## src/tmr_pkg.sv

```systemverilog
package tmr_pkg;

    localparam int CHANNELS = 8;
    localparam int CH_W     = (CHANNELS > 1) ? $clog2(CHANNELS) : 1;
    localparam int TIME_W   = 64;

    localparam logic [1:0] KIND_TICK  = 2'd0;
    localparam logic [1:0] KIND_START = 2'd1;
    localparam logic [1:0] KIND_STOP  = 2'd2;

    typedef struct packed {
        logic [1:0]        kind;
        logic [2:0]        channel;
        logic [TIME_W-1:0] now;
        logic [TIME_W-1:0] interval;
        logic              repeat_req;
    } t_in_word;

    typedef struct packed {
        logic [2:0] fired_channel;
        logic       last;
    } t_out_word;

    typedef struct packed {
        logic [TIME_W-1:0] deadline;
        logic [TIME_W-1:0] period;
    } t_entry;

    typedef struct packed {
        logic            we;
        logic [CH_W-1:0] waddr;
        t_entry          wdata;
        logic            re;
        logic [CH_W-1:0] raddr;
    } t_ram_req;

    typedef struct packed {
        logic      valid;
        t_out_word word;
    } t_push;

    typedef enum logic [1:0] {
        ST_IDLE,
        ST_SCAN,
        ST_FLUSH
    } t_state;

endpackage

```

## src/tmr_ram.sv

```systemverilog
module tmr_ram #(
    parameter int WIDTH = 8,
    parameter int DEPTH = 8,
    parameter int AW    = (DEPTH > 1) ? $clog2(DEPTH) : 1
) (
    input  logic             i_clk,
    input  logic             i_we,
    input  logic [AW-1:0]    i_waddr,
    input  logic [WIDTH-1:0] i_wdata,
    input  logic             i_re,
    input  logic [AW-1:0]    i_raddr,
    output logic [WIDTH-1:0] o_rdata
);

    logic [WIDTH-1:0] r_mem [DEPTH];
    logic [WIDTH-1:0] r_rdata;

    always_ff @(posedge i_clk) begin
        if (i_we) begin
            r_mem[i_waddr] <= i_wdata;
        end
        if (i_re) begin
            r_rdata <= r_mem[i_raddr];
        end
    end

    assign o_rdata = r_rdata;

endmodule

```

## src/tmr_out.sv

```systemverilog
module tmr_out (
    input  logic              i_clk,
    input  logic              i_rst_n,
    input  tmr_pkg::t_push    i_push,
    output logic              o_free,
    output logic              o_out_valid,
    output tmr_pkg::t_out_word o_out,
    input  logic              i_out_stall
);

    logic               r_vld;
    tmr_pkg::t_out_word r_word;

    assign o_free = !r_vld || !i_out_stall;

    always_ff @(posedge i_clk) begin
        if (!i_rst_n) begin
            r_vld <= 1'b0;
        end else if (i_push.valid) begin
            r_vld <= 1'b1;
        end else if (!i_out_stall) begin
            r_vld <= 1'b0;
        end
    end

    always_ff @(posedge i_clk) begin
        if (i_push.valid) begin
            r_word <= i_push.word;
        end
    end

    assign o_out_valid = r_vld;
    assign o_out       = r_word;

endmodule

```

## src/tmr_ctrl.sv

```systemverilog
module tmr_ctrl (
    input  logic                  i_clk,
    input  logic                  i_rst_n,
    input  logic                  i_in_valid,
    input  tmr_pkg::t_in_word     i_in,
    output logic                  o_in_stall,
    input  tmr_pkg::t_entry       i_rd_data,
    output tmr_pkg::t_ram_req     o_ram,
    output tmr_pkg::t_push        o_push,
    input  logic                  i_out_free
);

    tmr_pkg::t_state r_state, n_state;
    logic [tmr_pkg::CHANNELS-1:0] r_armed, n_armed;
    logic [tmr_pkg::CHANNELS-1:0] r_periodic, n_periodic;
    logic [tmr_pkg::CH_W-1:0]     r_idx, n_idx;
    logic [tmr_pkg::CH_W-1:0]     r_pend_ch, n_pend_ch;
    logic                         r_pend_vld, n_pend_vld;
    logic [tmr_pkg::TIME_W-1:0]   r_now, n_now;

    logic                         fire;
    logic                         step;
    logic                         ch_ok;
    logic [tmr_pkg::CH_W-1:0]     ch_idx;

    always_ff @(posedge i_clk) begin
        if (!i_rst_n) begin
            r_state    <= tmr_pkg::ST_IDLE;
            r_armed    <= '0;
            r_periodic <= '0;
            r_pend_vld <= 1'b0;
            r_idx      <= '0;
        end else begin
            r_state    <= n_state;
            r_armed    <= n_armed;
            r_periodic <= n_periodic;
            r_pend_vld <= n_pend_vld;
            r_idx      <= n_idx;
        end
    end

    always_ff @(posedge i_clk) begin
        r_pend_ch <= n_pend_ch;
        r_now     <= n_now;
    end

    assign ch_idx = tmr_pkg::CH_W'(i_in.channel);
    assign ch_ok  = 32'(i_in.channel) < tmr_pkg::CHANNELS;
    // read data belongs to r_idx while scanning
    assign fire   = r_armed[r_idx] && (i_rd_data.deadline < r_now);
    // a second firing needs the held one pushed out first
    assign step   = !fire || !r_pend_vld || i_out_free;

    always_comb begin
        n_state    = r_state;
        n_armed    = r_armed;
        n_periodic = r_periodic;
        n_idx      = r_idx;
        n_pend_ch  = r_pend_ch;
        n_pend_vld = r_pend_vld;
        n_now      = r_now;
        o_in_stall = 1'b1;
        o_ram      = '0;
        o_push     = '0;

        unique case (r_state)
            tmr_pkg::ST_IDLE: begin
                o_in_stall = 1'b0;
                if (i_in_valid) begin
                    unique case (i_in.kind)
                        tmr_pkg::KIND_TICK: begin
                            o_ram.re    = 1'b1;
                            o_ram.raddr = '0;
                            n_idx       = '0;
                            n_now       = i_in.now;
                            n_state     = tmr_pkg::ST_SCAN;
                        end
                        tmr_pkg::KIND_START: begin
                            if (ch_ok) begin
                                o_ram.we             = 1'b1;
                                o_ram.waddr          = ch_idx;
                                o_ram.wdata.deadline = i_in.now + i_in.interval;
                                o_ram.wdata.period   = i_in.interval;
                                n_armed[ch_idx]      = 1'b1;
                                n_periodic[ch_idx]   = i_in.repeat_req;
                            end
                        end
                        tmr_pkg::KIND_STOP: begin
                            if (ch_ok) begin
                                n_armed[ch_idx] = 1'b0;
                            end
                        end
                        default: begin
                        end
                    endcase
                end
            end
            tmr_pkg::ST_SCAN: begin
                if (step) begin
                    if (fire) begin
                        if (r_periodic[r_idx]) begin
                            o_ram.we             = 1'b1;
                            o_ram.waddr          = r_idx;
                            o_ram.wdata.deadline = i_rd_data.deadline + i_rd_data.period;
                            o_ram.wdata.period   = i_rd_data.period;
                        end else begin
                            n_armed[r_idx] = 1'b0;
                        end
                        if (r_pend_vld) begin
                            o_push.valid              = 1'b1;
                            o_push.word.fired_channel = 3'(r_pend_ch);
                            o_push.word.last          = 1'b0;
                        end
                        n_pend_vld = 1'b1;
                        n_pend_ch  = r_idx;
                    end
                    if (r_idx == tmr_pkg::CH_W'(tmr_pkg::CHANNELS - 1)) begin
                        n_state = tmr_pkg::ST_FLUSH;
                    end else begin
                        n_idx       = r_idx + 1'b1;
                        o_ram.re    = 1'b1;
                        o_ram.raddr = r_idx + 1'b1;
                    end
                end
            end
            tmr_pkg::ST_FLUSH: begin
                if (!r_pend_vld) begin
                    n_state = tmr_pkg::ST_IDLE;
                end else if (i_out_free) begin
                    o_push.valid              = 1'b1;
                    o_push.word.fired_channel = 3'(r_pend_ch);
                    o_push.word.last          = 1'b1;
                    n_pend_vld                = 1'b0;
                    n_state                   = tmr_pkg::ST_IDLE;
                end
            end
            default: begin
                n_state = tmr_pkg::ST_IDLE;
            end
        endcase
    end

endmodule

```

## src/multi_channel_soft_timer.sv

```systemverilog
// Bank of CHANNELS one-shot/periodic timers. A tick word is accepted in
// the idle state; the scan then reads each channel's deadline and period
// from the channel memory in turn (one read and at most one write-back per
// cycle unless a stalled output holds the scan), and the flush state
// releases the final expiry word, if any, with last set. Expiry words
// come out in channel order, one per fired channel.
module multi_channel_soft_timer (
    input  logic               i_clk,
    input  logic               i_rst_n,
    input  logic               i_in_valid,
    input  tmr_pkg::t_in_word  i_in,
    output logic               o_in_stall,
    output logic               o_out_valid,
    output tmr_pkg::t_out_word o_out,
    input  logic               i_out_stall
);

    tmr_pkg::t_ram_req ram_req;
    tmr_pkg::t_entry   rd_data;
    tmr_pkg::t_push    push;
    logic              out_free;

    tmr_ram #(
        .WIDTH ($bits(tmr_pkg::t_entry)),
        .DEPTH (tmr_pkg::CHANNELS),
        .AW    (tmr_pkg::CH_W)
    ) u_ram (
        .i_clk   (i_clk),
        .i_we    (ram_req.we),
        .i_waddr (ram_req.waddr),
        .i_wdata (ram_req.wdata),
        .i_re    (ram_req.re),
        .i_raddr (ram_req.raddr),
        .o_rdata (rd_data)
    );

    tmr_ctrl u_ctrl (
        .i_clk      (i_clk),
        .i_rst_n    (i_rst_n),
        .i_in_valid (i_in_valid),
        .i_in       (i_in),
        .o_in_stall (o_in_stall),
        .i_rd_data  (rd_data),
        .o_ram      (ram_req),
        .o_push     (push),
        .i_out_free (out_free)
    );

    tmr_out u_out (
        .i_clk       (i_clk),
        .i_rst_n     (i_rst_n),
        .i_push      (push),
        .o_free      (out_free),
        .o_out_valid (o_out_valid),
        .o_out       (o_out),
        .i_out_stall (i_out_stall)
    );

endmodule

```

## config.mk

```make
export PLATFORM = sky130hd
export DESIGN_NAME = multi_channel_soft_timer
export DESIGN_NICKNAME = d
export VERILOG_FILES = /design/src/tmr_pkg.sv /design/src/tmr_ram.sv /design/src/tmr_out.sv /design/src/tmr_ctrl.sv /design/src/multi_channel_soft_timer.sv
export SDC_FILE = /design/constraint.sdc
export NUM_CORES = 2
export LEC_CHECK = 0
export ABC_AREA = 0
export BUFFER_PORTS_ARGS = -buffer_cell sky130_fd_sc_hd__buf_4
export CAP_MARGIN = 20
export CORE_MARGIN = 2
export CORE_UTILIZATION = 59
export CTS_BUF_LIST = sky130_fd_sc_hd__clkbuf_4
export DETAILED_ROUTE_END_ITERATION = 7
export PLACE_DENSITY = 0.82
export SLEW_MARGIN = 20
export SYNTH_ARGS = -nofsm -noshare
export SYNTH_HDL_FRONTEND = slang
export SYNTH_SLANG_ARGS = --single-unit
```

## constraint.sdc

```tcl
create_clock -name i_clk -period 11.8 [get_ports i_clk]
set_input_delay 0 -clock i_clk [delete_from_list [all_inputs] [get_ports i_clk]]
set_output_delay 0 -clock i_clk [all_outputs]
set_load 0.03 [all_outputs]
```

==> impl_metrics.ini <==
[power]
power_frac_comb_pct = 25.9
leakage_power_uw = 0.0240
swShare_pct = 32.9
power.internal_uw = 8000
switching_power_uw = 3930
seq_power_share_pct = 45.0
share_clk_of_total_power_pct = 29.1
power_per_cell_area_nw_per_um2 = 183
worst_ir_drop_vdd_mv = 0.147

[synthesis]
synth_area_leaders = sky130_fd_sc_hd__edfxtp_1 (65%), sky130_fd_sc_hd__nand2_1 (5.9%), sky130_fd_sc_hd__a21oi_1 (4.8%)
yosys_register_bits = 1246
synth_edf_count = 1223
synth_sequential_area_ratio_pct = 66.0
post-synth-top-area-fraction_pct = 65.2
ys.warnings.count = 0
share_of_synthesized_flip_flops_with_an_asynchronous_set_or_reset_pct = 0
synthDistinctLibCells = 79
netlist.top_cell.by_area = sky130_fd_sc_hd__edfxtp_1
syn_area_sq_um = 56400
synth.net_count = 5014
postSynthAreaPerCell_sq_um = 12.0
synthFlopType = sky130_fd_sc_hd__edfxtp_1
syn_inst = 4677

[global_routing]
grt_remaining_overflow = 0
grt.total_usage_pct = 33.6
largest_net_degree_at_the_start_of_global_routing = 129
grt_pass1_wl_microns = 250000
vias_in_the_first_global_route = 43400
antenna_found_initial = 7

[place]
place_worst_setup_slack_ns = 4.44
dpl.hpwl_microns = 90000
place.port_buffers = 143
placement.cell_area_sq_um = 58500
placed_cells_incl_taps = 5883
global_placement_routability_congestion = 0.956

[timing]
totalNegativeSetupSlack_ns = 0
clock_skew_ns = 0.144
post-route-worst-setup-slack_ns = 4.53
slew_violations = 0
max_clock_freq_mhz = 138
setup_violations = 0
finalWorstPathRequiredPeriod_ns = 7.27
final_min_period_over_clock_period_pct = 61.6
worst_pin_slew_ns = 1.17
maxSlewHeadroom_pct = 22.1
fin_hold_ws_ns = 0.0731
finalHoldViolCount = 0
rsz0062_at_grt = false

[critical_path]
criticalPathCategory = reg2reg
critPathLaunchType = register
crit_slowest_cell = sky130_fd_sc_hd__buf_4
worstPathArrival_ns = 7.99
cp_data_required_time_ns = 12.52
ff2ff_setup_slack_ns = 4.53
critPathCaptureType = register
crit_fanout = 74
crit_path_cell_trace = ha_1, a21oi_1, nor2_1, a2111oi_0, a2111oi_0, a2111oi_1, o2111ai_1, o21a_1, nor3_2, buf_6, o21ai_0, nor2b_4, buf_4, buf_4
max_stage_delay_ns = 0.95

[layout]
finalNetCount = 5568
drive_gt1_share_pct = 12.8
layout.cell_area.non_filler_sq_um = 65000
finalNonFillerCells = 6690
layout-area-overhead-vs-synth_pct = 15.4

[clock_network]
tritoncts = built
clk_path_buf_depth = 4
clock_slew_at_the_register_clock_pins_of_the_worst_setup_and_hold_paths_ns = 0.06
cts.htree.levels = 5
worstSkewPairLatency_ns = 1.25
cts.repair.resized = 0
root_buffer = sky130_fd_sc_hd__clkbuf_4
cts_made_buffers = 323
tritoncts_num_sinks = 1246

[detailed_routing]
route.detailed.drc = 2
antenna_violating_nets_post_route = 0
routed-via-count = 43600
initialDrtViolationCount = 6239
wl_per_cell_microns = 25.0
detail_route.wirelength_microns = 167000
vias_per_cell = 6.52
drt_first_pass_iters = 8

[die]
die_height_microns = 313
io_pins = 144
initial_core_utilization_pct = 59.4
die_x_microns = 313
floorplan.rows = 113
fp.dieArea_sq_um = 98000
core-area_sq_um = 94900

[outcome]
run_status = finished, violations left
violations_in_the_final_reports = DRC

[job]
maxCapViolCount = 0

[worst_hold_path]
worstHoldPathType = in2reg
[per-stage QoR]
stage	util [%]	power (uW)
6_report	68.5	11900
5_1_grt	68.5	12400
4_1_cts	68.5	11800
3_5_place_dp	61.7	8320
3_3_place_gp	61.7	8260
2_1_floorplan	-	7510
[kinds of logic (layout without fill, tap and decap cells)]
| group | count (synthesis) | in the layout | synth area share (%) |
|---|---|---|---|
| and+or+nand+nor | 1687 | 1687 | 13.4 |
| DFF | 1246 | 1246 | 66.0 |
| AOI/OAI and AO/OA | 1053 | 1053 | 11.4 |
| buffers and inverters | 364 | 1105 | 2.72 |
| adders and majority gates | 199 | 199 | 4.45 |
| xor gates and xnor gates | 117 | 117 | 1.82 |
| muxes | 11 | 11 | 0.218 |
| other | 0 | 7 | 0 |
[cell usage after synthesis, types with 93 or more instances]
cell                       number
sky130_fd_sc_hd__or4_1        129
sky130_fd_sc_hd__a21o_1        93
sky130_fd_sc_hd__nand2_1      889
sky130_fd_sc_hd__o21ai_0       95
sky130_fd_sc_hd__a21oi_1      541
sky130_fd_sc_hd__edfxtp_1    1223
sky130_fd_sc_hd__buf_2        123
sky130_fd_sc_hd__ha_1         197
sky130_fd_sc_hd__inv_1        106
sky130_fd_sc_hd__nor2_1       228
sky130_fd_sc_hd__clkbuf_1     125
sky130_fd_sc_hd__nor3_1       283
[path summary, 6_finish.rpt]
kind / start / end / cells past startpoint
setup / recovery: u_ram.o_rdata[97]$_DFFE_PP_ / u_ram.r_mem[4][42]$_DFFE_PP_ / 14
hold / removal: i_in[1] / u_ram.r_mem[6][64]$_DFFE_PP_ / 4
setup reg to reg: u_ram.o_rdata[97]$_DFFE_PP_ / u_ram.r_mem[4][42]$_DFFE_PP_ / 14
hold reg to reg: u_ctrl.r_periodic[0]$_SDFFE_PN0P_ / u_ctrl.r_periodic[0]$_SDFFE_PN0P_ / 2
[state kept, by name, summed over array words and instances, names as in the netlist, named ones only]
| signal | count |
|---|---|
| u_ctrl.r_idx | 3 |
| u_ctrl.r_now | 64 |
| u_ctrl.r_pend_ch | 3 |
| u_ctrl.r_pend_vld | 1 |
| u_ctrl.r_periodic | 8 |
| u_ctrl.r_state | 2 |
| u_out.o_out | 4 |
| u_out.o_out_valid | 1 |
| u_ram.o_rdata | 128 |
| u_ram.r_mem | 1024 |
[cells in the final DEF, fill, tap and decap left out, types with 16 or more instances in the layout]
cell	count
sky130_fd_sc_hd__dfxtp_1	23
sky130_fd_sc_hd__a21o_1	93
sky130_fd_sc_hd__a31oi_1	23
sky130_fd_sc_hd__o21a_1	29
sky130_fd_sc_hd__and3_1	20
sky130_fd_sc_hd__buf_4	194
sky130_fd_sc_hd__nand2_1	887
sky130_fd_sc_hd__o21ai_0	94
sky130_fd_sc_hd__nand3_1	37
sky130_fd_sc_hd__dlygate4sd3_1	288
sky130_fd_sc_hd__nor2_1	223
sky130_fd_sc_hd__clkbuf_4	426
sky130_fd_sc_hd__xor2_1	55
sky130_fd_sc_hd__or4_1	129
sky130_fd_sc_hd__nor3_1	282
sky130_fd_sc_hd__inv_1	106
sky130_fd_sc_hd__xnor2_1	62
sky130_fd_sc_hd__o21bai_1	21
sky130_fd_sc_hd__o22ai_1	54
sky130_fd_sc_hd__ha_1	197
sky130_fd_sc_hd__a21oi_1	539
sky130_fd_sc_hd__o211ai_1	16
sky130_fd_sc_hd__a22o_1	68
sky130_fd_sc_hd__nand4_1	36
sky130_fd_sc_hd__edfxtp_1	1223
sky130_fd_sc_hd__clkinv_1	64
[worst max-delay path: cells and delay by family, from the launching register on]
kind / cells / cell delay, ns
AOI/OAI and AO/OA: 7 / 3.11
adders and majority gates: 1 / 0.34
buffers and inverters: 3 / 2.28
DFF: 1 / 0.41
and+or+nand+nor: 3 / 0.60
[layer usage]
| metal | global-route usage, % | vias up | share of wire, % |
|---|---|---|---|
| met2 | 53.1 | 3611 | 46 |
| met1 | 42.9 | 20600 | 35 |
| met5 | 0 | - | 0 |
| met3 | 8.23 | 709 | 13 |
| li1 | - | 18700 | - |
| met4 | 18.9 | 0 | 5.4 |
[final cells by class]
type / count / area, sq um
antenna: 7 / 17.5
timing repair buffer: 487 / 4400
clock inverter: 86 / 402
multi-input combinational: 3067 / 17800
fill: 6303 / 29900
clock buffer: 426 / 3200
inverter: 106 / 398
tap: 1265 / 1580
sequential: 1246 / 37200
[power groups by stage]
stage | Clock [uW] | Sequential (uW) | Combinational [uW]
global route | 3710 | 5370 | 3310
CTS | 3440 | 5360 | 2980
floorplan | 0 | 5440 | 2070
detailed placement | 0 | 5440 | 2880
global placement | 0 | 5440 | 2820
finish | 3470 | 5370 | 3090
[what timing repair did]
| action | in CTS | in global routing |
|---|---|---|
| endpoints found under the hold margin | 1353 | 0 |
| buffers inserted | 0 | 0 |
| hold buffers | 288 | 0 |
No activity file was read; power rests on OpenSTA's default activity.
